===== src/rtl/assert_macros.svh =====
// Assertion macros shared by the packed field store modules.
`ifndef ASSERT_MACROS_SVH
`define ASSERT_MACROS_SVH

// Same-cycle implication, disabled while reset is asserted.
`define ASSERT_IMPL(label, clk, rst_n, ante, cons, msg) \
  label: assert property (@(posedge clk) disable iff (!(rst_n)) (ante) |-> (cons)) \
    else $error(msg);

// Next-cycle implication, disabled while reset is asserted.
`define ASSERT_NEXT(label, clk, rst_n, ante, cons, msg) \
  label: assert property (@(posedge clk) disable iff (!(rst_n)) (ante) |=> (cons)) \
    else $error(msg);

`endif


===== src/rtl/pfs_pkg.sv =====
// Types and constants of the packed 10-bit field store.
package pfs_pkg;

  localparam int FIELD_BITS   = 10;
  localparam int WORD_BITS    = 32;
  localparam int PAIR_TOP     = 54;    // 64 - FIELD_BITS: shift of a field at offset 0
  localparam int STRADDLE_OFF = 22;    // offsets above this run into the next word
  localparam logic [FIELD_BITS-1:0] FIELD_MASK = 10'h3FF;

  // Request beat
  typedef struct packed {
    logic       req_type;      // 0 read, 1 write
    logic [6:0] entry_index;
    logic [9:0] write_value;
  } req_t;

  // Result beat
  typedef struct packed {
    logic [9:0] read_value;
    logic       bad_index;
  } rsp_t;

  // Controller to datapath
  typedef struct packed {
    logic accept;   // latch the incoming request
    logic rd_en;    // read both words of the pair
    logic emit;     // load the result register
    logic wr_hi;    // write back the upper word
    logic wr_lo;    // write back the lower word
  } cmd_t;

  // Datapath to controller
  typedef struct packed {
    logic bad;
    logic straddle;
    logic is_write;
    logic out_busy;
  } sts_t;

endpackage


===== src/rtl/pfs_ctrl.sv =====
// Sequencing controller of the packed 10-bit field store.
`include "assert_macros.svh"

module pfs_ctrl (
  input  logic          clk_i,
  input  logic          rst_ni,
  input  logic          in_valid_i,
  output logic          in_stall_o,
  input  pfs_pkg::sts_t sts_i,
  output pfs_pkg::cmd_t cmd_o
);
  import pfs_pkg::*;

  localparam logic [1:0] S_IDLE  = 2'd0;
  localparam logic [1:0] S_READ  = 2'd1;
  localparam logic [1:0] S_MERGE = 2'd2;
  localparam logic [1:0] S_WR_LO = 2'd3;

  logic [1:0] state_q, state_d;
  logic       do_write;

  assign do_write   = sts_i.is_write && !sts_i.bad;
  assign in_stall_o = (state_q != S_IDLE);

  // Decode commands and next state
  always_comb begin
    cmd_o   = '0;
    state_d = state_q;
    unique case (state_q)
      S_IDLE: begin
        if (in_valid_i) begin
          cmd_o.accept = 1'b1;
          state_d      = S_READ;
        end
      end
      S_READ: begin
        cmd_o.rd_en = 1'b1;
        state_d     = S_MERGE;
      end
      S_MERGE: begin
        // hold until the result register can take the beat
        if (!sts_i.out_busy) begin
          cmd_o.emit  = 1'b1;
          cmd_o.wr_hi = do_write;
          state_d     = (do_write && sts_i.straddle) ? S_WR_LO : S_IDLE;
        end
      end
      S_WR_LO: begin
        cmd_o.wr_lo = 1'b1;
        state_d     = S_IDLE;
      end
      default: state_d = S_IDLE;
    endcase
  end

  // State register
  always_ff @(posedge clk_i or negedge rst_ni) begin
    if (!rst_ni) begin
      state_q <= S_IDLE;
    end else begin
      state_q <= state_d;
    end
  end

  `ASSERT_NEXT(a_accept_reads, clk_i, rst_ni, cmd_o.accept, cmd_o.rd_en, "read not issued after accept")
  `ASSERT_IMPL(a_lo_after_hi, clk_i, rst_ni, cmd_o.wr_lo, $past(cmd_o.wr_hi), "lower write without upper write")
  `ASSERT_IMPL(a_write_emits, clk_i, rst_ni, cmd_o.wr_hi, cmd_o.emit && !sts_i.out_busy, "write-back outside result cycle")

endmodule


===== src/rtl/pfs_dpath.sv =====
// Word store, field extract/merge and result register of the packed field store.
`include "assert_macros.svh"

module pfs_dpath #(
  parameter int ENTRY_COUNT = 96,
  parameter int WORD_COUNT  = 32
) (
  input  logic          clk_i,
  input  logic          rst_ni,
  input  pfs_pkg::req_t in_data_i,
  input  pfs_pkg::cmd_t cmd_i,
  output pfs_pkg::sts_t sts_o,
  output logic          out_valid_o,
  input  logic          out_stall_i,
  output pfs_pkg::rsp_t out_data_o
);
  import pfs_pkg::*;

  // Only the words that some entry touches are stored; the rest read as zero.
  localparam int NEED_WORDS = (FIELD_BITS * ENTRY_COUNT) / WORD_BITS + 1;
  localparam int MEM_DEPTH  = (WORD_COUNT < NEED_WORDS) ? WORD_COUNT : NEED_WORDS;
  localparam int MEM_AW     = (MEM_DEPTH > 1) ? $clog2(MEM_DEPTH) : 1;

  logic [WORD_BITS-1:0] mem [MEM_DEPTH];
  logic [MEM_DEPTH-1:0] vld_q;

  req_t                 req_q;
  logic [WORD_BITS-1:0] hi_q, lo_q;
  logic                 out_valid_q;
  rsp_t                 rsp_q;

  logic [10:0]          first_pos;
  logic [5:0]           hi_idx, lo_idx, wr_idx;
  logic [4:0]           bit_off;
  logic [5:0]           sh;
  logic                 hi_in, lo_in, wr_in, wr_en;
  logic                 bad;
  logic [63:0]          pair, mask, new_pair;
  logic [FIELD_BITS-1:0] rd_field;
  logic [WORD_BITS-1:0] wr_data;
  logic [MEM_AW-1:0]    wr_addr, hi_addr, lo_addr;

  // Latch the request beat
  always_ff @(posedge clk_i) begin
    if (cmd_i.accept) begin
      req_q <= in_data_i;
    end
  end

  // Locate the field: top bit position, word and offset
  assign first_pos = 11'(req_q.entry_index) * 11'(FIELD_BITS) + 11'd1;
  assign hi_idx    = first_pos[10:5];
  assign bit_off   = first_pos[4:0];
  assign lo_idx    = hi_idx + 6'd1;
  assign hi_in     = 32'(hi_idx) < MEM_DEPTH;
  assign lo_in     = 32'(lo_idx) < MEM_DEPTH;
  assign hi_addr   = hi_idx[MEM_AW-1:0];
  assign lo_addr   = lo_idx[MEM_AW-1:0];
  assign bad       = 32'(req_q.entry_index) >= ENTRY_COUNT;

  // Extract and merge over the two-word window
  assign sh       = 6'(PAIR_TOP) - {1'b0, bit_off};
  assign pair     = {hi_q, lo_q};
  assign mask     = 64'(FIELD_MASK) << sh;
  assign new_pair = (pair & ~mask) | ((64'(req_q.write_value) << sh) & mask);
  assign rd_field = FIELD_BITS'((pair & mask) >> sh);

  // Select the write-back word
  assign wr_idx  = cmd_i.wr_hi ? hi_idx : lo_idx;
  assign wr_in   = cmd_i.wr_hi ? hi_in : lo_in;
  assign wr_addr = wr_idx[MEM_AW-1:0];
  assign wr_data = cmd_i.wr_hi ? new_pair[63:32] : new_pair[31:0];
  assign wr_en   = (cmd_i.wr_hi || cmd_i.wr_lo) && wr_in;

  // Word store: one write port, two registered read ports
  always_ff @(posedge clk_i) begin
    if (wr_en) begin
      mem[wr_addr] <= wr_data;
    end
    if (cmd_i.rd_en) begin
      hi_q <= (hi_in && vld_q[hi_addr]) ? mem[hi_addr] : '0;
      lo_q <= (lo_in && vld_q[lo_addr]) ? mem[lo_addr] : '0;
    end
  end

  // Mark written words; unwritten words read as zero
  always_ff @(posedge clk_i or negedge rst_ni) begin
    if (!rst_ni) begin
      vld_q <= '0;
    end else if (wr_en) begin
      vld_q[wr_addr] <= 1'b1;
    end
  end

  // Result register: load on emit, drop once the beat is taken
  always_ff @(posedge clk_i or negedge rst_ni) begin
    if (!rst_ni) begin
      out_valid_q <= 1'b0;
    end else if (cmd_i.emit) begin
      out_valid_q <= 1'b1;
    end else if (!out_stall_i) begin
      out_valid_q <= 1'b0;
    end
  end

  always_ff @(posedge clk_i) begin
    if (cmd_i.emit) begin
      rsp_q.read_value <= (bad || req_q.req_type) ? '0 : rd_field;
      rsp_q.bad_index  <= bad;
    end
  end

  assign out_valid_o = out_valid_q;
  assign out_data_o  = rsp_q;

  assign sts_o.bad      = bad;
  assign sts_o.straddle = bit_off > 5'(STRADDLE_OFF);
  assign sts_o.is_write = req_q.req_type;
  assign sts_o.out_busy = out_valid_q && out_stall_i;

  `ASSERT_IMPL(a_lo_needs_straddle, clk_i, rst_ni, cmd_i.wr_lo, sts_o.straddle && sts_o.is_write && !sts_o.bad, "lower write-back on a non-straddling request")
  `ASSERT_IMPL(a_no_bad_write, clk_i, rst_ni, cmd_i.wr_hi, !bad, "write-back on an out-of-range index")

endmodule


===== src/rtl/packed_10bit_field_store_top.sv =====
// Top level of the packed 10-bit field store.
// Holds ENTRY_COUNT 10-bit entries packed most significant bit first into 32-bit
// words, entry i at bit positions 10*i+1 .. 10*i+10; entries may straddle a word
// boundary. Each request beat reads or writes one entry and returns one result
// beat. With no output stall a request steps through accept, read of both words,
// and merge and result before the next accept; a write whose entry straddles two
// words adds a lower-word write, since the single write port of the word store
// writes the two words in turn. A result waiting in the output register does not
// block acceptance of the next request, but that request holds in its merge cycle
// until the waiting beat is taken. The store is zero after reset through per-word
// valid bits, so no clearing pass is needed. An index at or beyond ENTRY_COUNT
// sets bad_index, returns zero and writes nothing; words beyond WORD_COUNT read
// as zero.
module packed_10bit_field_store_top #(
  parameter int ENTRY_COUNT = 96,
  parameter int WORD_COUNT  = 32
) (
  input  logic          clk_i,
  input  logic          rst_ni,
  input  logic          in_valid_i,
  output logic          in_stall_o,
  input  pfs_pkg::req_t in_data_i,
  output logic          out_valid_o,
  input  logic          out_stall_i,
  output pfs_pkg::rsp_t out_data_o
);
  import pfs_pkg::*;

  cmd_t cmd;
  sts_t sts;

  // Sequencer
  pfs_ctrl u_ctrl (
    .clk_i      (clk_i),
    .rst_ni     (rst_ni),
    .in_valid_i (in_valid_i),
    .in_stall_o (in_stall_o),
    .sts_i      (sts),
    .cmd_o      (cmd)
  );

  // Store and field logic
  pfs_dpath #(
    .ENTRY_COUNT (ENTRY_COUNT),
    .WORD_COUNT  (WORD_COUNT)
  ) u_dpath (
    .clk_i       (clk_i),
    .rst_ni      (rst_ni),
    .in_data_i   (in_data_i),
    .cmd_i       (cmd),
    .sts_o       (sts),
    .out_valid_o (out_valid_o),
    .out_stall_i (out_stall_i),
    .out_data_o  (out_data_o)
  );

endmodule

===== config.mk =====
export PLATFORM = sky130hd
export DESIGN_NAME = packed_10bit_field_store_top
export DESIGN_NICKNAME = d
export VERILOG_FILES = /design/src/rtl/pfs_pkg.sv /design/src/rtl/pfs_ctrl.sv /design/src/rtl/pfs_dpath.sv /design/src/rtl/packed_10bit_field_store_top.sv
export VERILOG_INCLUDE_DIRS = /design/src /design/src/rtl
export SDC_FILE = /design/constraint.sdc
export NUM_CORES = 2
export LEC_CHECK = 0
export ABC_AREA = 1
export CAP_MARGIN = 0
export CORE_MARGIN = 2
export CORE_UTILIZATION = 50
export CTS_CLUSTER_DIAMETER = 100
export DETAILED_ROUTE_END_ITERATION = 7
export DONT_BUFFER_PORTS = 1
export SLEW_MARGIN = 25
export SYNTH_ARGS = -nofsm -noshare
export SYNTH_HDL_FRONTEND = slang
export SYNTH_SLANG_ARGS = --single-unit

===== constraint.sdc =====
create_clock -name clk_i -period 5.7 [get_ports clk_i]
set_input_delay 1.14 -clock clk_i [delete_from_list [all_inputs] [get_ports clk_i]]
set_output_delay 1.14 -clock clk_i [all_outputs]
set_load 0.01 [all_outputs]

==> results_dict.tcl <==
set metrics [dict create \
    tns_ps 0 \
    tightest_slew_ps 1140 \
    gr-total-overflow 0 \
    postCtsSetupBuffers 0 \
    slowest_stage "fa_4" \
    core_area_sq_um 120000 \
    cp.required_ps 6090 \
    cap_violations 0 \
    worstSetupStartpointType "flop" \
    ioPinCount 35 \
    rsz0062_at_grt "no" \
    ys_async_sr_fraction_pct 3.04 \
    synth-seq-cells 1119 \
    synth.distinct_cells 51 \
    yosysMostFrequentCell "nand2_1" \
    cts_buffer_depth 3 \
    drive_above_1_share_pct 6.72 \
    hold_path.class "input pin to asynchronous set/reset pin" \
    finalCritPeriodShare_pct 89.8 \
    cts_max_level 3 \
    clock_tree.root_cell "clkbuf_16" \
    yosysSeqAreaShare_pct 55.6 \
    cts_resized 0 \
    synth_ff_type "edfxtp_1" \
    synthCells 7064 \
    dieArea_sq_um 123000 \
    maxSlewHeadroom_pct 24.3 \
    syn_area_per_cell_sq_um 8.51 \
    grt_max_degree 288 \
    io_buffers 0 \
    track_usage_pct 35.1 \
    cts_sinks 1119 \
    cts_hold_buffers 0 \
    gp_congestion 1.02 \
    synth_top_area_share_pct 54.2 \
    grt_pass1_wl_um 315000 \
    syn-num-nets 7106 \
    cts_tree "yes" \
    clock_latency_ps 770 \
    multiInputGateArea_sq_um 22700 \
    placementRows 127 \
    seq_area_sq_um 33400 \
    finalMaxSlewViolations 0 \
    grt_antenna_before_repair 1 \
    vias 51691 \
    yosys_warnings 0 \
    n_fill_cell 10735 \
    path_class "flop to flop" \
    cp.arrival_ps 5510 \
    yosys-top-cells-area "edfxtp_1, nand2_1, o21ai_0" \
    synthTopCellsByCount "nand2_1, edfxtp_1, o21ai_0" \
    die_w_um 351 \
    crit_chain "ha_1 -> ha_1 -> fa_4 -> ha_4 -> nand3_2 -> nor2_1 -> nand2_1 -> nand2_4 -> inv_4 -> nand2_1 -> nand3_1 -> nand2_1 -> buf_4 -> nand2_1 -> inv_2 -> buf_12" \
    dp_hpwl_um 128000 \
    dr.pass1.iters 8 \
    ant_nets 0 \
    finalWirelength_um 219000 \
    syn2layout_area_growth_pct 10.1 \
    start_util_pct 50.2 \
    cts_made_buffers 118 \
    post_drt_wl_per_cell_um 25.6 \
    dr.first_iter.drc_count 7412 \
    finalSetupViolations 0 \
    vias_per_cell 6.03 \
    synth.largest_area_cell "edfxtp_1" \
    max_freq_mhz 195 \
    crit_top_cell "nand2_1" \
    status "finished clean" \
    clkTransAtPathRegs_ps 70 \
    hold_viol 0 \
    route.detailed.drc 0 \
    grt_pass1_vias 46143 \
    max_stage_delay_ps 1000 \
    path_max_fanout 22 \
    synth_edf_count 1085 \
    cp-end-kind "flop" \
    syn_area_sq_um 60100 \
    layout.nets 6902 \
    dieHeight_um 351 \
    fin_skew_ps 66.4 \
    period_needed_ps 5120 \
]
path summary, 6_finish.rpt:
check,slack [ps],end,cells past startpoint,start
setup / recovery,580,u_dpath.mem[29][24]$_DFFE_PP_,16,u_dpath.req_q[11]$_DFFE_PP_
min in group clk_i,490,u_dpath.vld_q[10]$_DFFE_PN0P_,2,u_dpath.vld_q[10]$_DFFE_PN0P_
setup reg to reg,580,u_dpath.mem[29][24]$_DFFE_PP_,16,u_dpath.req_q[11]$_DFFE_PP_
hold reg to reg,490,u_dpath.vld_q[10]$_DFFE_PN0P_,2,u_dpath.vld_q[10]$_DFFE_PN0P_
hold / removal,70,u_dpath.vld_q[28]$_DFFE_PN0P_,0,rst_ni
max in group asynchronous,5510,u_dpath.out_valid_o$_DFFE_PN0P_,0,rst_ni
cell usage in the layout (no fill, tap or decap), types with 18 or more instances in the layout:
master and n:
buf_4 113, buf_12 53, clkbuf_1 25, clkbuf_16 118
edfxtp_1 1085, o22ai_2 19, o21ai_1 77, a21o_1 40
nand3_1 426, a211o_1 32, nand4_1 27, ha_1 18
clkinv_1 20, inv_1 464, dfrtp_1 34, clkinv_2 20
inv_2 40, nor2_1 425, a21oi_1 431, o311ai_1 26
nand2_1 2188, o21ai_0 1011, bufinv_16 20, o211ai_1 84
o22ai_1 33
metal layers:
metal	global-route usage (%)	share of wire, %
met3	6.14	10
met2	52.9	44
met1	50.4	42
met5	0	0
met4	14.0	4.3
final cells by class:
cell class	count	area share, %
timing repair buffer	168	2.94
sequential	1119	50.5
clock buffer	144	4.63
multi-input combinational	4939	34.3
clock inverter	81	1.55
tap	1612	3.05
inverter	514	2.96
antenna	1	0.00378
metrics by stage:
stage                     cells  hold slack, ps  setup slack [ps]  utilization, %  area, sq um
after floorplan            7064             430               846               -        60100
after global placement     8351             464               478            51.8        62000
after detailed placement   8351             466               695            51.8        62000
after CTS                  8576            21.7               680            55.3        66100
after global routing       8577            34.8               436            55.3        66200
final                      8578            67.8               582            55.3        66200
flip-flops by register name, summed over array words and instances, names as in the netlist:
signal               count
u_dpath.hi_q            32
u_dpath.sts_o            1
u_dpath.mem            992
u_ctrl.state_q           2
u_dpath.lo_q            32
u_dpath.req_q           17
u_dpath.vld_q           31
u_dpath.out_data_o      11
u_dpath.out_valid_o      1
logic make-up after synthesis:
family | count (synthesis) | synth area share, %
flip-flops | 1119 | 55.6
buffers and inverters | 1006 | 7.02
XOR/XNOR | 1 | 0.0146
multiplexers | 2 | 0.0333
AO/OA/AOI/OAI | 1794 | 16.1
AND/OR/NAND/NOR | 3122 | 20.8
adder cells (fa/ha/maj) | 20 | 0.429
critical path, delay by kind of cell (launching register included):
| family | cells | cell delay [ps] |
|---|---|---|
| DFF | 1 | 520 |
| and+or+nand+nor | 8 | 1370 |
| buffers and inverters | 4 | 1070 |
| adders and majority gates | 4 | 1770 |
Power is left out: the tool's default activity adds up to more than one toggle a clock period on the data nets, which glitch-free logic cannot reach.
